## src/sv/qag_isqrt.sv

```systemverilog
// pipelined integer square root, one result bit per stage, remainder kept
`default_nettype none
module qag_isqrt #(
  parameter int NW = 32,
  parameter int RW = 16
) (
  input  wire logic          clk,
  input  wire logic          rst_n,
  input  wire logic          vld_i,
  input  wire logic [NW-1:0] n_i,
  output logic               vld_o,
  output logic [RW-1:0]      root_o,
  output logic [NW-1:0]      rem_o
);

  localparam int TW = 2 * RW + 1;
  localparam int MW = (NW + 1 > TW) ? NW + 1 : TW;

  logic          v_r   [0:RW-1];
  logic [NW-1:0] rem_r [0:RW-1];
  logic [RW-1:0] res_r [0:RW-1];

  for (genvar k = 0; k < RW; k++) begin : g_stage
    localparam int B = RW - 1 - k;
    logic          v_in;
    logic [NW-1:0] rem_in;
    logic [RW-1:0] res_in;
    logic [MW-1:0] trial;
    logic          take;

    if (k == 0) begin : g_first
      assign v_in   = vld_i;
      assign rem_in = n_i;
      assign res_in = '0;
    end else begin : g_next
      assign v_in   = v_r[k-1];
      assign rem_in = rem_r[k-1];
      assign res_in = res_r[k-1];
    end

    // (res + 2^b)^2 - res^2
    assign trial = (MW'(res_in) << (B + 1)) | (MW'(1) << (2 * B));
    assign take  = MW'(rem_in) >= trial;

    always_ff @(posedge clk) begin
      if (!rst_n) begin
        v_r[k] <= 1'b0;
      end else begin
        v_r[k] <= v_in;
      end
    end

    always_ff @(posedge clk) begin
      rem_r[k] <= take ? NW'(MW'(rem_in) - trial) : rem_in;
      res_r[k] <= take ? (res_in | (RW'(1) << B)) : res_in;
    end
  end

  assign vld_o  = v_r[RW-1];
  assign root_o = res_r[RW-1];
  assign rem_o  = rem_r[RW-1];

endmodule
`default_nettype wire

```

## config.mk

```make
export PLATFORM = sky130hd
export DESIGN_NAME = qag_isqrt
export DESIGN_NICKNAME = d
export VERILOG_FILES = /design/src/sv/qag_isqrt.sv
export SDC_FILE = /design/constraint.sdc
export NUM_CORES = 1
export LEC_CHECK = 0
export ABC_CLOCK_PERIOD_IN_PS = 3850
export BUFFER_PORTS_ARGS = -buffer_cell sky130_fd_sc_hd__buf_2
export CORE_UTILIZATION = 35
export DETAILED_ROUTE_END_ITERATION = 8
export GPL_ROUTABILITY_DRIVEN = 0
export HOLD_SLACK_MARGIN = 0.03
export PLACE_DENSITY = 0.59
export SLEW_MARGIN = 20
export SYNTH_ARGS = -nofsm -noshare
export SYNTH_HDL_FRONTEND = slang
export SYNTH_SLANG_ARGS = --single-unit
```

## constraint.sdc

```tcl
create_clock -name clk -period 3.85 [get_ports clk]
set_clock_uncertainty 0.05 [all_clocks]
set_input_delay 0.1925 -clock clk [delete_from_list [all_inputs] [get_ports clk]]
set_output_delay 0.1925 -clock clk [all_outputs]
set_load 0.005 [all_outputs]
```

After elaboration in Yosys (flattened, before gate mapping)

Memory sizes are Yosys's and may differ from the RTL's.
Index checks and enable logic that the tools add are counted.

Memory bits (writable): 784
Output and inout port bits: 49
Register bits: 0
Memories: 3
Bits of input ports: 35
Logic and storage cells: 101

Memories:

| name  | depth | bits a word | rd ports | clocked after Yosys merged registers in | write ports | RTL line | text |
|---|---|---|---|---|---|---|---|
| rem_r | 16    | 32          | 16       | 0                                       | 16          | 20       | `logic [NW-1:0] rem_r [0:RW-1];` |
| res_r | 16    | 16          | 16       | 0                                       | 16          | 21       | `logic [RW-1:0] res_r [0:RW-1];` |
| v_r   | 16    | 1           | 16       | 0                                       | 16          | 19       | `logic v_r [0:RW-1];` |

$add $sub $neg: 16
Bitwise logic cells: 16
$lt $le $gt $ge: 16
Muxes and demuxes: 50

Operators with widths:

| cell                   | number |
|---|---|
| $mux W32               | 16 |
| $ge A32 B17 Y1         | 1 |
| $ge A32 B18 Y1         | 1 |
| $ge A32 B19 Y1         | 1 |
| $ge A32 B20 Y1         | 1 |
| $ge A32 B21 Y1         | 1 |
| $ge A32 B22 Y1         | 1 |
| $ge A32 B23 Y1         | 1 |
| $ge A32 B24 Y1         | 1 |
| $ge A32 B25 Y1         | 1 |
| $ge A32 B26 Y1         | 1 |
| $ge A32 B27 Y1         | 1 |
| $ge A32 B28 Y1         | 1 |
| $ge A32 B29 Y1         | 1 |
| $ge A32 B30 Y1         | 1 |
| $ge A32 B31 Y1         | 1 |
| $ge A32 B31 Y1 const B | 1 |
| $sub A32 B17 Y32       | 1 |
| $sub A32 B18 Y32       | 1 |
| $sub A32 B19 Y32       | 1 |
| $sub A32 B20 Y32       | 1 |
| $sub A32 B21 Y32       | 1 |
| $sub A32 B22 Y32       | 1 |
| $sub A32 B23 Y32       | 1 |
| other kinds (26)       | 59 |

Logic depth before layout (Yosys ltp)

An unclocked memory read counts as a cell.

Word-level depth: 3
Gate-level depth with buffers: 12
Mapped depth without buffers: 10

Worst setup path before layout

OpenSTA, ideal clock, no wires.

Path kind: flip-flop to flip-flop
From: mem res_r[13][8], in the netlist res_r[1][88]
To: mem rem_r[14][10], in the netlist rem_r[7][10]
Cell stages (with the launch flop): 11
Period minus slack after synthesis: 2.721 ns
Path buffers: 2
Library setup time: 0.121 ns
Path slack: 1.129 ns
Data required time: 3.679 ns
Data arrival time: 2.550 ns
Cells stage by stage: dfxtp_1 inv_1 ha_1 buf_2 nand3_1 or4_1 or3_1 nand3_1 o21bai_2 buf_2 mux2_2

RTL lines:

| element     | RTL line |
|---|---|
| from (decl) | 21 |
| to (decl)   | 20 |

==> results.tsv <==
metric	value	unit
status	completed	
Hold Path Cell Cnt	2	
core area	70390	um^2
CTS H-tree depth	3	
Worst EP required	4350	ps
sequential-to-total area share from yosys stat	53.08	%
metal1 wirelength	20870	um
hold endpoint	rem_r[0][20]	
RSZ-0062 raised after global routing	no	
CTS tree	built	
global-route wire length before repair	89140	um
type of origin of the critical path	flip-flop	
Die H	269.5	um
critical-path cell list	inv_1, ha_1, nand2_1, or3_1, o2111ai_1, nor3_1, a21oi_4, nor4b_1, xor2_1	
Worst path slowest cell	a21oi_4	
setup TNS	0	ps
row cnt	97	
wire length on met3	1707	um
Hold Path Class	in2reg	
DRT iter0 DRCs	878	
Setup violations, final	0	
die area	72620	um^2
pin count of the biggest net entering global routing	37	
crit-path max FO	36	
power density over the cells	780.8	nW/um^2
slowest stage delay, CP	780	ps
Clock Tree Buf Depth	3	
DP HPWL	40020	um
total wire length	53040	um
worst r2r src	res_r[1][111]	
routed len/inst	14.60	um
DR WL met2	28090	um
R2R Setup Slk	560	ps
ANT nets after route	0	
share of the synthesized area in the top cell type	53.08	%
most frequent cells in the layout	dfxtp_1 (664), inv_1 (190), nor2_1 (156), ha_1 (152), a21oi_1 (151)	
fin crit share	85.44	%
HP Start	n_i[20]	
layout cells sized above 1	9.469	%
syn_nets	2663	
via-per-instance ratio	4.889	
maxcap violations	0	
Crit Path Class	reg2reg	
top post-synthesis cells by area	dfxtp_1 (53%), ha_1 (7.6%), xnor2_1 (4.5%)	
Synth cell types	73	
async set-reset flop share out of synthesis	0	%
Nets	2830	
Hold Slack	168.5	ps
FMAX	0.3040	GHz
VDD IR-drop max	0.4087	mV
prevailing post-synth register cell	dfxtp_1	
synthesized area	25040	um^2
Initial Utilization	35.57	%
Die Wd	269.5	um
post-synth top area cell	dfxtp_1	
Synth Register Bits	664	
GRT Util Overall	14.72	%
DR top layer	met4	
Worst Tran Pin Value	930.0	ps
Pre-Repair DR Iteration Count	5	
Root Buffer	clkbuf_16	
WP data arrival	3780	ps
P&R area growth vs syn	16.77	%
Post-synth EDFFs	0	
via count	17762	
Warnings, synthesis	0	
Syn Inst Count	2476	
port bufs	83	
R2R depth	9	
vias in the first global route	18498	
CP Capture Type	flip-flop	
Slew HR	37.86	%
Clock transition at path regs	70	ps
# IOs	84	
Reg-to-Reg End	rem_r[7][50]	
number of diodes	0	
most common cell after layout, fill and taps aside	dfxtp_1	
Final Hold Viols	0	
CTS Buf Count	70	
gr ovfl total	0	
DRC	0	
worst skew pair latency	620	ps
fin. max-slew vios	0	
Final min period	3289	ps
clock sinks	664	
Lkg Pwr	12.95	nW
antenna violations before repair	0	
post-synthesis average cell area	10.11	um^2
## worst max-delay path, delay by kind of cell (launching register included)
| family | cells | cell delay (ps) |
|---|---|---|
| and+or+nand+nor | 4 | 1080 |
| buffers and inverters | 1 | 50 |
| AOI/OAI and AO/OA | 2 | 1090 |
| adders and majority gates | 1 | 460 |
| DFF | 1 | 330 |
| xor gates and xnor gates | 1 | 160 |
## Yosys cell counts, types with 26 or more instances
| master | n |
|---|---|
| mux2_2 | 26 |
| xnor2_1 | 128 |
| nor2_1 | 156 |
| o21a_1 | 31 |
| inv_1 | 190 |
| nor4_1 | 76 |
| nor3_1 | 64 |
| nand4_1 | 35 |
| xor2_1 | 99 |
| or3_1 | 35 |
| o21ai_0 | 106 |
| a21oi_1 | 152 |
| a21o_1 | 29 |
| nand2_1 | 140 |
| ha_1 | 152 |
| dfxtp_1 | 664 |
| nand3_1 | 49 |
| nand2b_1 | 29 |
## power by group
group          switching (W)  internal (W)  total, W
combinational        0.00341       0.00297   0.00638
sequential           0.00123       0.00862   0.00985
clock                0.00276       0.00385   0.00660
## how the worst max path moves through the flow
stage / from / endpoint / slack (ps) / depth (start not counted)
after floorplan: res_r[1][88] / rem_r[7][10] / 1130 / 10
after global placement: res_r[1][30] / rem_r[5][27] / 660 / 9
after detailed placement: res_r[1][88] / rem_r[7][11] / 600 / 9
after CTS: res_r[1][88] / rem_r[7][8] / 590 / 9
after global routing: res_r[1][111] / rem_r[7][50] / 280 / 9
final: res_r[1][111] / rem_r[7][50] / 560 / 9
## sequential cells by signal, indices dropped and copies added (netlist names)
register,count
v_r,16
rem_r,512
res_r,136
## routing by layer
layer	vias up	global-route usage, %
met5	-	0
li1	8955	-
met4	0	7.581
met3	153	2.396
met1	8280	14.96
met2	374	28.57
## stage by stage
stage	instances	power (W)	utilization, %	area, um^2	worst slack [ps]
after floorplan	2476	0.01456	-	25040	1129
final	3633	0.02283	41.54	29240	560.6
after detailed placement	3475	0.01631	37.76	26580	602.6
after global routing	3633	0.02432	41.54	29240	283.1
after CTS	3633	0.02302	41.54	29240	591.5
after global placement	3475	0.01610	37.76	26580	655.6
## cell families (layout without fill, tap and decap cells)
group / Yosys count / in the layout / synth area share (%)
buf+inv: 231 / 448 / 3.607
simple gates: 731 / 731 / 15.52
flops: 664 / 664 / 53.08
fa+ha+maj: 152 / 152 / 7.595
xor+xnor: 227 / 227 / 7.939
compound gates: 438 / 438 / 10.80
mux: 33 / 33 / 1.449
## area by class of cell
type                    count  area [um^2]
flip-flops and latches    664        13290
clock buffers              95         1967
repair buffers            134        888.4
well taps                 940         1176
fillers                  6677        41150
inverters                 192        720.7
multi-input cells        1581        10860
clock inverters            27        336.6
## timing repair
action / CTS / global route
hold endpoints to repair: 49 / 0
gates resized for setup: 0 / 0
hold buffers: 36 / 0
buffers inserted: 0 / 0
Power figures use the tool's default switching activity.
